[src/rtl/hkm_pkg.sv]
`default_nettype none
// ----------------------------------------------------------------------------
// hkm_pkg
// Shared types and constants of the hunt-and-kill maze step engine.
// ----------------------------------------------------------------------------
package hkm_pkg;

  localparam int MAX_SIDE = 32;
  localparam int COORD_W  = $clog2(MAX_SIDE);
  localparam int SIZE_W   = 6;
  localparam int ROW_W    = MAX_SIDE;
  localparam int RAND_W   = 16;
  localparam int CFG_IDX_W = 2;

  localparam logic [CFG_IDX_W-1:0] CFG_GRID_WIDTH  = 2'd0;
  localparam logic [CFG_IDX_W-1:0] CFG_GRID_HEIGHT = 2'd1;

  localparam logic REQ_STEP  = 1'b0;
  localparam logic REQ_CLEAR = 1'b1;

  typedef enum logic [1:0] {
    DIR_N = 2'd0,
    DIR_E = 2'd1,
    DIR_S = 2'd2,
    DIR_W = 2'd3
  } dir_t;

  typedef enum logic [1:0] {
    ST_IDLE,
    ST_KILL,
    ST_HUNT,
    ST_FIN
  } state_t;

  typedef struct packed {
    logic              req_type;
    logic [RAND_W-1:0] rand_value;
  } req_t;

  typedef struct packed {
    logic [4:0] cell_x;
    logic [4:0] cell_y;
    logic [1:0] wall_dir;
    logic       carved;
    logic       hunting;
    logic       finished;
  } resp_t;

endpackage

`default_nettype wire

[src/rtl/hunt_and_kill_maze_step.sv]
`default_nettype none
// ----------------------------------------------------------------------------
// hunt_and_kill_maze_step
// Hunt-and-kill maze generator, one step per transaction, visited map in a
// row-wide synchronous memory.
// ----------------------------------------------------------------------------
// A transaction is taken when start is high and busy is low; exactly one
// result follows, shown for one cycle with out_valid, and it must be taken
// then. A clear request answers in the cycle after acceptance. A kill step
// reads the three rows around the walking cell through the single memory
// read port, then answers. A hunt step streams the rows of the grid through
// the same port, one row per cycle, and answers once it finds a cell or
// when nothing is left. After reset the map is ready at once: each row has
// a valid bit, and a clear request resets those bits.
module hunt_and_kill_maze_step (
  input  wire logic                           clk,
  input  wire logic                           rst_n,
  input  wire logic                           start,
  output logic                                busy,
  input  wire hkm_pkg::req_t                  in_data,
  output logic                                out_valid,
  output hkm_pkg::resp_t                      out_data,
  input  wire logic                           cfg_valid,
  output logic                                cfg_ready,
  input  wire logic [hkm_pkg::CFG_IDX_W-1:0]  cfg_index,
  input  wire logic [hkm_pkg::SIZE_W-1:0]     cfg_data
);

  localparam int CW = hkm_pkg::COORD_W;
  localparam int SW = hkm_pkg::SIZE_W;
  localparam int RW = hkm_pkg::ROW_W;

  // configuration
  logic [SW-1:0] grid_w_r;
  logic [SW-1:0] grid_h_r;
  logic [SW-1:0] w_eff;
  logic [SW-1:0] h_eff;
  logic [RW-1:0] wmask;

  // control state
  hkm_pkg::state_t  state_r, state_nxt;
  logic [SW-1:0]    c_r, c_nxt;
  logic [CW-1:0]    walk_x_r, walk_x_nxt;
  logic [CW-1:0]    walk_y_r, walk_y_nxt;
  logic             hunt_r, hunt_nxt;
  logic             done_r, done_nxt;
  logic [RW-1:0]    row_vld_r;
  logic             out_valid_r, out_valid_nxt;

  // payload
  logic [hkm_pkg::RAND_W-1:0] rnd_r, rnd_nxt;
  logic [CW-1:0]    fx_r, fx_nxt;
  logic [CW-1:0]    fy_r, fy_nxt;
  logic [RW-1:0]    up_raw_r, up_raw_nxt;
  logic [RW-1:0]    mid_raw_r, mid_raw_nxt;
  logic [RW-1:0]    dn_raw_r, dn_raw_nxt;
  logic             up_ok_r, up_ok_nxt;
  logic             mid_ok_r, mid_ok_nxt;
  hkm_pkg::resp_t   out_resp_r, out_resp_nxt;

  // memory
  logic [RW-1:0]    mem [hkm_pkg::MAX_SIDE];
  logic [RW-1:0]    mem_q_r;
  logic             vld_q_r;
  logic [CW-1:0]    rq_addr_r;
  logic [SW-1:0]    rq_idx_r;
  logic             mem_re;
  logic [CW-1:0]    mem_raddr;
  logic [SW-1:0]    rd_idx;
  logic             mem_we;
  logic [CW-1:0]    mem_waddr;
  logic [RW-1:0]    mem_wdata;
  logic             row_clear;

  // row window and hunt search
  logic [RW-1:0]    cur_raw;
  logic             cur_ok;
  logic [RW-1:0]    upm, midm, curm;
  logic [RW-1:0]    hcand;
  logic             hfound;
  logic [CW-1:0]    hx;
  logic [SW-1:0]    kidx;
  logic [SW-1:0]    e_idx;

  // neighbour pick
  logic [3:0]       vis4, ex4, cand4;
  logic             in_grid;
  logic [2:0]       ncand;
  logic [1:0]       kpick;
  logic [1:0]       cnt;
  logic             got;
  hkm_pkg::dir_t    dsel;
  logic [CW-1:0]    nx, ny;

  function automatic logic [SW-1:0] eff_size(input logic [SW-1:0] v);
    logic [SW-1:0] r;
    r = v;
    if (v == '0) r = SW'(1);
    else if (v > SW'(hkm_pkg::MAX_SIDE)) r = SW'(hkm_pkg::MAX_SIDE);
    return r;
  endfunction

  function automatic logic [1:0] mod3(input logic [hkm_pkg::RAND_W-1:0] v);
    logic [32:0] p;
    logic [15:0] q;
    logic [17:0] t;
    p = {17'b0, v} * 33'd43691;
    q = p[32:17];
    t = {2'b0, v} - ({2'b0, q} + {1'b0, q, 1'b0});
    return t[1:0];
  endfunction

  assign w_eff     = eff_size(grid_w_r);
  assign h_eff     = eff_size(grid_h_r);
  assign cfg_ready = 1'b1;
  assign busy      = (state_r != hkm_pkg::ST_IDLE);
  assign out_valid = out_valid_r;
  assign out_data  = out_resp_r;

  always_comb begin
    for (int i = 0; i < RW; i++) begin
      wmask[i] = (SW'(i) < w_eff);
    end
  end

  always_ff @(posedge clk) begin
    if (!rst_n) begin
      grid_w_r <= SW'(hkm_pkg::MAX_SIDE);
      grid_h_r <= SW'(hkm_pkg::MAX_SIDE);
    end else if (cfg_valid && cfg_ready) begin
      case (cfg_index)
        hkm_pkg::CFG_GRID_WIDTH:  grid_w_r <= cfg_data;
        hkm_pkg::CFG_GRID_HEIGHT: grid_h_r <= cfg_data;
        default: ;
      endcase
    end
  end

  // read data with unwritten rows shown at their reset value
  assign cur_raw = vld_q_r ? mem_q_r : ((rq_addr_r == '0) ? RW'(1) : '0);
  assign cur_ok  = (rq_idx_r < h_eff);
  assign kidx    = {1'b0, walk_y_r} + c_r - SW'(1);
  assign e_idx   = c_r - SW'(2);

  always_comb begin
    upm    = up_ok_r  ? (up_raw_r  & wmask) : '0;
    midm   = mid_ok_r ? (mid_raw_r & wmask) : '0;
    curm   = cur_ok   ? (cur_raw   & wmask) : '0;
    hcand  = ~midm & wmask & (upm | curm | (midm << 1) | (midm >> 1));
    hfound = (hcand != '0);
    hx     = '0;
    for (int i = RW - 1; i >= 0; i--) begin
      if (hcand[i]) hx = CW'(i);
    end
  end

  always_comb begin
    in_grid = hunt_r || (({1'b0, fx_r} < w_eff) && ({1'b0, fy_r} < h_eff));
    ex4[hkm_pkg::DIR_N] = (fy_r != '0);
    ex4[hkm_pkg::DIR_E] = (({1'b0, fx_r} + SW'(1)) < w_eff);
    ex4[hkm_pkg::DIR_S] = (({1'b0, fy_r} + SW'(1)) < h_eff);
    ex4[hkm_pkg::DIR_W] = (fx_r != '0);
    vis4[hkm_pkg::DIR_N] = up_raw_r[fx_r];
    vis4[hkm_pkg::DIR_E] = mid_raw_r[fx_r + CW'(1)];
    vis4[hkm_pkg::DIR_S] = dn_raw_r[fx_r];
    vis4[hkm_pkg::DIR_W] = mid_raw_r[fx_r - CW'(1)];
    cand4 = (in_grid ? ex4 : 4'b0) & (hunt_r ? vis4 : ~vis4);
    ncand = 3'($countones(cand4));
    case (ncand)
      3'd2:    kpick = {1'b0, rnd_r[0]};
      3'd3:    kpick = mod3(rnd_r);
      3'd4:    kpick = rnd_r[1:0];
      default: kpick = 2'd0;
    endcase
    cnt  = 2'd0;
    got  = 1'b0;
    dsel = hkm_pkg::DIR_N;
    for (int d = 0; d < 4; d++) begin
      if (cand4[d] && !got) begin
        if (cnt == kpick) begin
          dsel = hkm_pkg::dir_t'(d);
          got  = 1'b1;
        end
        cnt = cnt + 2'd1;
      end
    end
    nx = fx_r;
    ny = fy_r;
    case (dsel)
      hkm_pkg::DIR_N: ny = fy_r - CW'(1);
      hkm_pkg::DIR_E: nx = fx_r + CW'(1);
      hkm_pkg::DIR_S: ny = fy_r + CW'(1);
      hkm_pkg::DIR_W: nx = fx_r - CW'(1);
      default: ;
    endcase
  end

  always_comb begin
    state_nxt     = state_r;
    c_nxt         = c_r;
    walk_x_nxt    = walk_x_r;
    walk_y_nxt    = walk_y_r;
    hunt_nxt      = hunt_r;
    done_nxt      = done_r;
    out_valid_nxt = 1'b0;
    rnd_nxt       = rnd_r;
    fx_nxt        = fx_r;
    fy_nxt        = fy_r;
    up_raw_nxt    = up_raw_r;
    mid_raw_nxt   = mid_raw_r;
    dn_raw_nxt    = dn_raw_r;
    up_ok_nxt     = up_ok_r;
    mid_ok_nxt    = mid_ok_r;
    out_resp_nxt  = out_resp_r;
    mem_re        = 1'b0;
    mem_raddr     = '0;
    rd_idx        = '0;
    mem_we        = 1'b0;
    mem_waddr     = '0;
    mem_wdata     = '0;
    row_clear     = 1'b0;
    case (state_r)
      hkm_pkg::ST_IDLE: begin
        if (start) begin
          rnd_nxt = in_data.rand_value;
          c_nxt   = '0;
          if (in_data.req_type == hkm_pkg::REQ_CLEAR) begin
            row_clear     = 1'b1;
            walk_x_nxt    = '0;
            walk_y_nxt    = '0;
            hunt_nxt      = 1'b0;
            done_nxt      = 1'b0;
            out_valid_nxt = 1'b1;
            out_resp_nxt  = '0;
          end else if (done_r) begin
            out_valid_nxt         = 1'b1;
            out_resp_nxt          = '0;
            out_resp_nxt.hunting  = hunt_r;
            out_resp_nxt.finished = 1'b1;
          end else if (!hunt_r) begin
            fx_nxt    = walk_x_r;
            fy_nxt    = walk_y_r;
            state_nxt = hkm_pkg::ST_KILL;
          end else begin
            up_raw_nxt  = '0;
            mid_raw_nxt = '0;
            up_ok_nxt   = 1'b0;
            mid_ok_nxt  = 1'b0;
            state_nxt   = hkm_pkg::ST_HUNT;
          end
        end
      end
      hkm_pkg::ST_KILL: begin
        if (c_r < SW'(3)) begin
          mem_re    = 1'b1;
          mem_raddr = kidx[CW-1:0];
          rd_idx    = kidx;
        end
        if (c_r == SW'(3)) begin
          dn_raw_nxt = cur_raw;
          state_nxt  = hkm_pkg::ST_FIN;
        end else if (c_r != '0) begin
          up_raw_nxt  = mid_raw_r;
          mid_raw_nxt = cur_raw;
        end
        c_nxt = c_r + SW'(1);
      end
      hkm_pkg::ST_HUNT: begin
        mem_re    = 1'b1;
        mem_raddr = c_r[CW-1:0];
        rd_idx    = c_r;
        if ((c_r >= SW'(2)) && hfound) begin
          mem_re     = 1'b0;
          fx_nxt     = hx;
          fy_nxt     = e_idx[CW-1:0];
          dn_raw_nxt = cur_raw;
          state_nxt  = hkm_pkg::ST_FIN;
        end else if (c_r == h_eff + SW'(1)) begin
          mem_re                = 1'b0;
          done_nxt              = 1'b1;
          out_valid_nxt         = 1'b1;
          out_resp_nxt          = '0;
          out_resp_nxt.hunting  = 1'b1;
          out_resp_nxt.finished = 1'b1;
          state_nxt             = hkm_pkg::ST_IDLE;
        end else begin
          if (c_r != '0) begin
            up_raw_nxt  = mid_raw_r;
            up_ok_nxt   = mid_ok_r;
            mid_raw_nxt = cur_raw;
            mid_ok_nxt  = cur_ok;
          end
          c_nxt = c_r + SW'(1);
        end
      end
      hkm_pkg::ST_FIN: begin
        out_valid_nxt = 1'b1;
        out_resp_nxt  = '0;
        state_nxt     = hkm_pkg::ST_IDLE;
        if (!hunt_r) begin
          if (cand4 == 4'b0) begin
            hunt_nxt             = 1'b1;
            out_resp_nxt.hunting = 1'b1;
          end else begin
            mem_we    = 1'b1;
            mem_waddr = ny;
            case (dsel)
              hkm_pkg::DIR_N: mem_wdata = up_raw_r;
              hkm_pkg::DIR_S: mem_wdata = dn_raw_r;
              default:        mem_wdata = mid_raw_r;
            endcase
            mem_wdata             = mem_wdata | (RW'(1) << nx);
            walk_x_nxt            = nx;
            walk_y_nxt            = ny;
            out_resp_nxt.cell_x   = fx_r;
            out_resp_nxt.cell_y   = fy_r;
            out_resp_nxt.wall_dir = dsel;
            out_resp_nxt.carved   = 1'b1;
          end
        end else begin
          mem_we                = 1'b1;
          mem_waddr             = fy_r;
          mem_wdata             = mid_raw_r | (RW'(1) << fx_r);
          walk_x_nxt            = fx_r;
          walk_y_nxt            = fy_r;
          hunt_nxt              = 1'b0;
          out_resp_nxt.cell_x   = nx;
          out_resp_nxt.cell_y   = ny;
          out_resp_nxt.wall_dir = dsel ^ 2'd2;
          out_resp_nxt.carved   = 1'b1;
        end
      end
      default: state_nxt = hkm_pkg::ST_IDLE;
    endcase
  end

  always_ff @(posedge clk) begin
    if (!rst_n) begin
      state_r     <= hkm_pkg::ST_IDLE;
      c_r         <= '0;
      walk_x_r    <= '0;
      walk_y_r    <= '0;
      hunt_r      <= 1'b0;
      done_r      <= 1'b0;
      out_valid_r <= 1'b0;
    end else begin
      state_r     <= state_nxt;
      c_r         <= c_nxt;
      walk_x_r    <= walk_x_nxt;
      walk_y_r    <= walk_y_nxt;
      hunt_r      <= hunt_nxt;
      done_r      <= done_nxt;
      out_valid_r <= out_valid_nxt;
    end
  end

  always_ff @(posedge clk) begin
    rnd_r      <= rnd_nxt;
    fx_r       <= fx_nxt;
    fy_r       <= fy_nxt;
    up_raw_r   <= up_raw_nxt;
    mid_raw_r  <= mid_raw_nxt;
    dn_raw_r   <= dn_raw_nxt;
    up_ok_r    <= up_ok_nxt;
    mid_ok_r   <= mid_ok_nxt;
    out_resp_r <= out_resp_nxt;
  end

  always_ff @(posedge clk) begin
    if (!rst_n || row_clear) begin
      row_vld_r <= '0;
    end else if (mem_we) begin
      row_vld_r[mem_waddr] <= 1'b1;
    end
  end

  always_ff @(posedge clk) begin
    if (mem_we) begin
      mem[mem_waddr] <= mem_wdata;
    end
    if (mem_re) begin
      mem_q_r   <= mem[mem_raddr];
      vld_q_r   <= row_vld_r[mem_raddr];
      rq_addr_r <= mem_raddr;
      rq_idx_r  <= rd_idx;
    end
  end

endmodule

`default_nettype wire

[config.mk]
export PLATFORM = sky130hd
export DESIGN_NAME = hunt_and_kill_maze_step
export DESIGN_NICKNAME = d
export VERILOG_FILES = /design/src/rtl/hkm_pkg.sv /design/src/rtl/hunt_and_kill_maze_step.sv
export SDC_FILE = /design/constraint.sdc
export NUM_CORES = 2
export LEC_CHECK = 0
export BUFFER_PORTS_ARGS = -buffer_cell sky130_fd_sc_hd__buf_2
export CORE_UTILIZATION = 30
export DETAILED_ROUTE_END_ITERATION = 12
export GPL_TIMING_DRIVEN = 0
export MAX_ROUTING_LAYER = met4
export PLACE_DENSITY = 0.48
export REMOVE_ABC_BUFFERS = 1
export SYNTH_ARGS = -nofsm -noshare
export SYNTH_HDL_FRONTEND = slang
export SYNTH_SLANG_ARGS = --single-unit
[constraint.sdc]
create_clock -name clk -period 24.7 [get_ports clk]
set_clock_uncertainty 0.05 [all_clocks]
set_input_delay 3.705 -clock clk [delete_from_list [all_inputs] [get_ports clk]]
set_output_delay 3.705 -clock clk [all_outputs]
set_load 0.1 [all_outputs]
== Word level (Yosys, flattened, before mapping) ==
Memory sizes are Yosys's and may differ from the RTL's. A register that Yosys moved wholly into a read port is not among the register bits.
Cells that the tools add are included.

* Add/subtract/negate cells: 18
* Multipliers: 1
* Equal/unequal tests: 31
* Reductions and logical operators: 43
* Muxes and demuxes: 182
* Order comparisons: 47
* Bitwise logic cells: 15
* Shifts and indexed selects: 2

{| class="wikitable"
|+ Operators by type and width
! cell !! number
|-
| 32-bit 2-to-1 mux || 24
|-
| 5-bit 2-to-1 mux || 52
|-
| 32-bit one-hot mux with 3 select lines || 2
|-
| 32-bit bitwise AND || 5
|-
| 32-bit bitwise OR || 5
|-
| 32-bit one-hot mux with 2 select lines || 2
|-
| 5-bit by 6-bit less-than comparator with 1-bit output (first input constant) || 16
|-
| 15-bit 2-to-1 mux || 5
|-
| 5-bit one-hot mux with 2 select lines || 7
|-
| 1-bit by 5-bit left shift with 32-bit output (first input constant) || 2
|-
| 4-bit by 6-bit less-than comparator with 1-bit output (first input constant) || 8
|-
| 1-bit 2-to-1 mux || 48
|-
| 6-bit 2-to-1 mux || 8
|-
| 15-bit one-hot mux with 3 select lines || 1
|-
| 32-bit inverter || 1
|-
| 32-bit by 31-bit bitwise OR with 32-bit output || 1
|-
| 32-bit nonzero test || 1
|-
| 5-bit by 6-bit less-than comparator with 1-bit output (second input constant) || 5
|-
| 13-bit 2-to-1 mux || 2
|-
| 2-bit 2-to-1 mux || 13
|-
| 2-bit != test (second input constant) || 13
|-
| 1-bit binary-select mux with 5-bit select || 5
|-
| 3-bit by 6-bit less-than comparator with 1-bit output (first input constant) || 4
|-
| 16-bit by 16-bit multiplier with 19-bit output (second input constant) || 1
|-
| 56 further kinds || 108
|}

* Memories kept: 1
* Bits in registers: 216
* Bits in writable memories: 1024
* Input bits: 29
* Output and inout port bits: 18
* Word-level logic and storage cells: 367

{| class="wikitable"
|+ Memories
! memory !! words !! bits a word !! rd ports !! clocked after memory_dff !! wr ports !! line !! text
|-
| mem || 32 || 32 || 1 || 1 || 1 || hunt_and_kill_maze_step.sv:62 || <nowiki>logic [RW-1:0] mem [hkm_pkg::MAX_SIDE];</nowiki>
|}

== Longest topological paths before layout ==
* Depth in word-level cells: 44
* Gate-level depth with buffers: 43

== Least setup slack after synthesis ==
No wires, ideal clock.

* Path kind: register -> register
* Start: register rnd_r[1] (netlist name)
* End: memory mem[12][0] (netlist name), enable pin
* Library setup time: 443 ps
* Path buffers: 3
* Data arrival time: 11018 ps
* Setup slack: 13190 ps
* Cell stages (with the launch flop): 41
* Required time: 24207 ps
* Path through: edfxtp_1 ha_1 fa_1 fa_1 fa_1 fa_1 inv_1 fa_1 inv_1 ha_1 nand4_1 a211oi_1 a221oi_1 nand2_1 xor2_1 ha_1 inv_1 ha_1 [5 not listed] nor3_1 clkbuf_1 a21oi_1 ha_1 xnor2_1 nand2b_1 a21o_1 buf_2 buf_1 inv_1 fa_1 inv_1 a21o_1 a21oi_1 xnor2_2 xnor2_1 a31oi_2 nor4_2

* Word-level cells in the longest chain between the ends: 21
* Elaborated cells between the ends (all ways): 35
* Those cells by class: add/sub (3); mul (1); eq/ne (4); mux (19); reduce/logical (8)

{| class="wikitable"
|+ Ends and longest elaborated chain
! what !! line !! text
|-
| from (decl) || hunt_and_kill_maze_step.sv:51 || <nowiki>logic [hkm_pkg::RAND_W-1:0] rnd_r, rnd_nxt;</nowiki>
|-
| from (signal assigned) || hunt_and_kill_maze_step.sv:358 || <nowiki>rnd_r <= rnd_nxt;</nowiki>
|-
| 16-bit by 16-bit multiplier with 19-bit output || hunt_and_kill_maze_step.sv:107 || <nowiki>p = {17'b0, v} * 33'd43691;</nowiki>
|-
| 2-bit adder || hunt_and_kill_maze_step.sv:109 || <nowiki>t = {2'b0, v} - ({2'b0, q} + {1'b0, q, 1'b0});</nowiki>
|-
| 2-bit subtractor || hunt_and_kill_maze_step.sv:109 ||
|-
| 2-bit one-hot mux with 3 select lines (*) || hunt_and_kill_maze_step.sv:169 || <nowiki>case (ncand)</nowiki>
|-
| branches (longest 11 deep; another with 2-bit by 1-bit adder with 2-bit output) || n/a ||
|-
| 2-bit 2-to-1 mux (*) || hunt_and_kill_maze_step.sv:179 || <nowiki>if (cand4[d] && !got) begin</nowiki>
|-
| 2-bit equality test / 2-bit logical NOT (equally long branches) || hunt_and_kill_maze_step.sv:189 || <nowiki>case (dsel)</nowiki>
|-
| 5-bit one-hot mux with 2 select lines (*) || hunt_and_kill_maze_step.sv:189 ||
|-
| 5-bit 2-to-1 mux (*) || hunt_and_kill_maze_step.sv:301 || <nowiki>if (cand4 == 4'b0) begin</nowiki>
|-
| 5-bit 2-to-1 mux (*) || hunt_and_kill_maze_step.sv:300 || <nowiki>if (!hunt_r) begin</nowiki>
|-
| 5-bit 2-to-1 mux (*) || hunt_and_kill_maze_step.sv:222 || <nowiki>case (state_r)</nowiki>
|-
| to (decl) || hunt_and_kill_maze_step.sv:62 ||
|}

Every way passes the cells marked *.

== Final worst setup path ==
* Start: register rnd_r[1] (netlist name)
* End: memory mem[1][5] (netlist name), data pin

* Word-level cells in the longest chain between the ends: 25
* Elaborated cells between the ends (all ways): 43
* Those cells by class: add/sub (3); mul (1); eq/ne (6); shift (1); mux (23); bitwise (1); reduce/logical (8)

{| class="wikitable"
|+ Ends and longest elaborated chain
! what !! line !! text
|-
| 16-bit by 16-bit multiplier with 19-bit output || hunt_and_kill_maze_step.sv:107 ||
|-
| 2-bit adder || hunt_and_kill_maze_step.sv:109 ||
|-
| 2-bit subtractor || hunt_and_kill_maze_step.sv:109 ||
|-
| 2-bit one-hot mux with 3 select lines (*) || hunt_and_kill_maze_step.sv:169 ||
|-
| branches (longest 11 deep; another with 2-bit by 1-bit adder with 2-bit output) || n/a ||
|-
| 2-bit 2-to-1 mux (*) || hunt_and_kill_maze_step.sv:179 ||
|-
| 2-bit equality test / 2-bit logical NOT (equally long branches) || hunt_and_kill_maze_step.sv:307 || <nowiki>case (dsel)</nowiki>
|-
| 32-bit one-hot mux with 2 select lines || hunt_and_kill_maze_step.sv:307 ||
|-
| 32-bit 2-to-1 mux || hunt_and_kill_maze_step.sv:301 ||
|-
| 32-bit 2-to-1 mux || hunt_and_kill_maze_step.sv:300 ||
|-
| 32-bit 2-to-1 mux || hunt_and_kill_maze_step.sv:222 ||
|-
| 32-bit bitwise OR (*) || hunt_and_kill_maze_step.sv:312 || <nowiki>mem_wdata = mem_wdata | (RW'(1) << nx);</nowiki>
|-
| 32-bit 2-to-1 mux (*) || hunt_and_kill_maze_step.sv:301 ||
|-
| 32-bit 2-to-1 mux (*) || hunt_and_kill_maze_step.sv:300 ||
|-
| 32-bit 2-to-1 mux (*) || hunt_and_kill_maze_step.sv:222 ||
|-
| via mem_wdata[5] || hunt_and_kill_maze_step.sv:72 || <nowiki>logic [RW-1:0] mem_wdata;</nowiki>
|}

Mark *: on every way through the listed nets, which the timed path passes. The select of a mux whose other input is x is not followed.

==> results list <==
* Number of clock buffers inserted by TritonCTS: between 100 and 150
- Full die area: 200,000 sq um
* DP Wirelength: 130,200 um
* Transition at the pin with the smallest max-transition slack: approximately 1.4 ns
- In this run the tightest slew margin relative to its limit is about 5.8%.
* Xor and xnor fraction of the mapped netlist area: 0.9028%
* Total vias in the final route: approximately 41,000
- Sequential elements use 62.90% of the synthesized area.
* Number of buffer cells added on primary ports: 45
* Most common cell after layout, fill and taps aside: sky130_fd_sc_hd__edfxtp_1
* Maximum single-stage delay on the critical path: roughly 1.3 ns
* Final min period: around 14 ns
* DRC marker count from the first detailed-route iteration: between 4,000 and 5,000
* Clock root cell: sky130_fd_sc_hd__clkbuf_16
- Arrival time at the worst endpoint: around 14 ns
- Crit-path max FO: 32
- Mux contribution to synthesized area: around 1.8%
- Across the run, the number of max-cap violations was 0.
- Compared with the post-synthesis result, the final layout area differs by 17.36%.
- Global routing used 20.16% of the available tracks across all layers.
- Vias in the first global route: between 40,000 and 50,000
- Sum of routed wire length over all layers: approximately 200,000 um
* Clock latency on the worst-skew pair: roughly 0.81 ns
* Share of synthesized flip-flops with an asynchronous set or reset: 0%
* Slowest library cell on the worst path: sky130_fd_sc_hd__nor4_2
* WP data required: ~25 ns
- Number of max-slew violations in the final report: 0
- Number of buffer and inverter instances along the worst setup path: 3
* Count of pins on the block boundary: 47
* Synth Warn #: 0
* Number of flip-flops and latches in the synthesized netlist: 1,267
- After clock tree synthesis, the clock-pin slew on the worst setup and hold paths is 0.06 ns.
* Number of different library cells in the post-synthesis netlist: between 90 and 100
- Final net count: around 5,000
- Gates resized during post-CTS repair numbered 0.
- Number of routed nets with antenna violations: 0
- In this design, the largest share of critical-path delay is due to adder cells.
- Final setup violation count: 0
- Core region area: 197,000 sq um
- Number of buffers inserted for hold repair after clock tree synthesis: 0
- Critical Path Start Type: register
- Timing would allow up to 0.07211 GHz.
- Synthesized netlist cell count: slightly below 5,000
- DRC violation count after routing: 0
- The number of placed instances, taps included, is roughly 7,400.
* Global-route wire length before repair: 288,200 um
- In the layout the commonest cells are 1,202 x sky130_fd_sc_hd__edfxtp_1, 895 x sky130_fd_sc_hd__nand2_1, 317 x sky130_fd_sc_hd__nand3_1, 268 x sky130_fd_sc_hd__o221ai_1, 265 x sky130_fd_sc_hd__a21oi_1.
* Sum of overflow across all layers after global routing: 0
- The longest clock path from root to sink contains 3 buffers.
- The worst setup path is captured at a register.
- Final hold slack: between 0.4 and 0.5 ns
- Clock tree from TritonCTS: yes
- Clock sink count: 1,267
- Post-synthesis share of cell area spent on full adders, half adders and majority gates: 4.655%
- Placement row count: about 160
- Maximum number of pins on one net before global-route repair: 143
- The synthesized netlist devotes 14.19% of its cell area to compound gates.
* Non-filler instance count after layout: around 7,700
- In this run the number of H-tree levels came out at 4.
- Initial cell density of the core: between 30 and 40%
- From left edge to right edge, the die measures between 400 and 500 um.
- Setup repair after global routing left no endpoint under its margin.
- Setup fix buffers added after clock tree synthesis: 0
- First-pass detailed-route iteration total: 7
* Period utilisation layout: between 50 and 60%
* Status: finished clean
* Hold Path Class: register to register
* Number of flops mapped to enable cells by yosys: roughly 1,200
* Routability Congestion: between 0.9 and 1
- Initial antenna violation count: 8
- Dividing the detail-routed via count by the number of cells gives roughly 5.4.
- The final-report hold violation count came to 0.
* Simple-gate portion of the synthesized area: between 10% and 20%
* Top_reg_cell synth: sky130_fd_sc_hd__edfxtp_1
- The critical path is of the register to register type.
- Avg Synthesized Cell Area: roughly 12 sq um
* Wire per inst: roughly 26 um
- Main combinational cell family by area after synthesis: compound AO/OA/AOI/OAI gates
- After synthesis the cells add up to approximately 59,000 sq um.
* Share of post-route cells with drive strength above 1: between 10 and 15%
- The die is 447.2 um tall.
synthesized netlist by cell type (17+ instances only):
master	instances	area, sq um
sky130_fd_sc_hd__edfxtp_1	1202	36090
sky130_fd_sc_hd__nand2_1	901	3382
sky130_fd_sc_hd__nand3_1	317	1587
sky130_fd_sc_hd__clkbuf_1	316	1186
sky130_fd_sc_hd__o221ai_1	268	2347
sky130_fd_sc_hd__a21oi_1	265	1326
sky130_fd_sc_hd__inv_1	222	833.3
sky130_fd_sc_hd__ha_1	138	1727
sky130_fd_sc_hd__nor2_1	136	510.5
sky130_fd_sc_hd__a311oi_1	115	1007
sky130_fd_sc_hd__o21ai_0	96	480.5
sky130_fd_sc_hd__a21boi_0	71	533.0
sky130_fd_sc_hd__dfxtp_1	65	1301
sky130_fd_sc_hd__a31oi_1	63	394.1
sky130_fd_sc_hd__a211oi_1	52	390.4
sky130_fd_sc_hd__fa_1	52	1041
sky130_fd_sc_hd__o31ai_1	48	360.4
sky130_fd_sc_hd__nor3_1	42	210.2
sky130_fd_sc_hd__xnor2_1	38	332.8
sky130_fd_sc_hd__mux4_2	33	743.2
sky130_fd_sc_hd__buf_1	31	116.4
sky130_fd_sc_hd__and2_1	26	162.7
sky130_fd_sc_hd__nor2b_1	26	162.7
sky130_fd_sc_hd__mux2i_1	24	240.2
sky130_fd_sc_hd__o21a_1	24	180.2
sky130_fd_sc_hd__a22o_1	22	192.7
sky130_fd_sc_hd__o211ai_1	22	165.2
sky130_fd_sc_hd__nand2b_1	21	131.4
sky130_fd_sc_hd__o31a_1	20	175.2
sky130_fd_sc_hd__xor2_1	17	148.9
routing by layer:
metal	part of all wire (%)	GRT usage, %
met1	44	27.09
met2	46	30.94
met3	6.6	3.873
met4	2.5	5.681
met5	0	-
final timing paths:
kind / startpoint / end / slack, ns / depth (start not counted)
worst max-delay path: rnd_r[1] / mem[1][5] / 10.83 / 33
worst max register to register: rnd_r[1] / mem[1][5] / 10.83 / 33
worst min register to register: walk_x_r[2] / walk_x_r[2] / 0.41 / 2
worst min-delay path: walk_x_r[2] / walk_x_r[2] / 0.41 / 2
stage by stage:
| stage | setup TNS, ns | setup WS, ns | util [%] | instance area, sq um |
|---|---|---|---|---|
| after CTS | 0 | 10.80 | 35.41 | 69770 |
| after global placement | -501.75 | -14.69 | 31.24 | 61540 |
| after floorplan | 0 | 10.23 | - | 58010 |
| final | 0 | 10.83 | 35.42 | 69780 |
| after detailed placement | 0 | 10.84 | 33.07 | 65150 |
| after global routing | 0 | 10.24 | 35.42 | 69770 |
flip-flops by register name, summed over array words and instances (netlist names), 4 cells and up:
name	cells
c_r	6
dn_raw_r	32
fx_r	5
fy_r	5
grid_h_r	6
grid_w_r	6
mem	1024
mem_q_r	32
mid_raw_r	32
out_data	15
rnd_r	16
row_vld_r	32
rq_addr_r	4
up_raw_r	32
walk_x_r	5
walk_y_r	5
cells by family (layout without fill, tap and decap cells):
| family | after synthesis | count (layout) |
|---|---|---|
| AOI/OAI and AO/OA | 1163 | 1163 |
| buffers and inverters | 595 | 699 |
| adders and majority gates | 190 | 190 |
| muxes | 64 | 64 |
| DFF | 1267 | 1267 |
| and+or+nand+nor | 1567 | 1567 |
| xor gates and xnor gates | 58 | 58 |
| other | 1 | 3 |
final cells by class:
| type | count | area (sq um) |
|---|---|---|
| sequential | 1267 | 37400 |
| timing repair buffer | 212 | 3297 |
| clock inverter | 73 | 840.8 |
| fill | 19250 | 127200 |
| antenna | 2 | 5.005 |
| clock buffer | 186 | 3771 |
| inverter | 228 | 878.3 |
| multi-input combinational | 3043 | 20280 |
| tap | 2640 | 3303 |
worst min-delay path: cells and delay by family, from the launching register on:
family,cells,cell delay (ns)
DFF,1,0.32
and+or+nand+nor,1,0.05
AOI/OAI and AO/OA,1,0.06
Power is not shown: default switching activity piles up to over one toggle a cycle in this logic, so the estimate is an artifact.
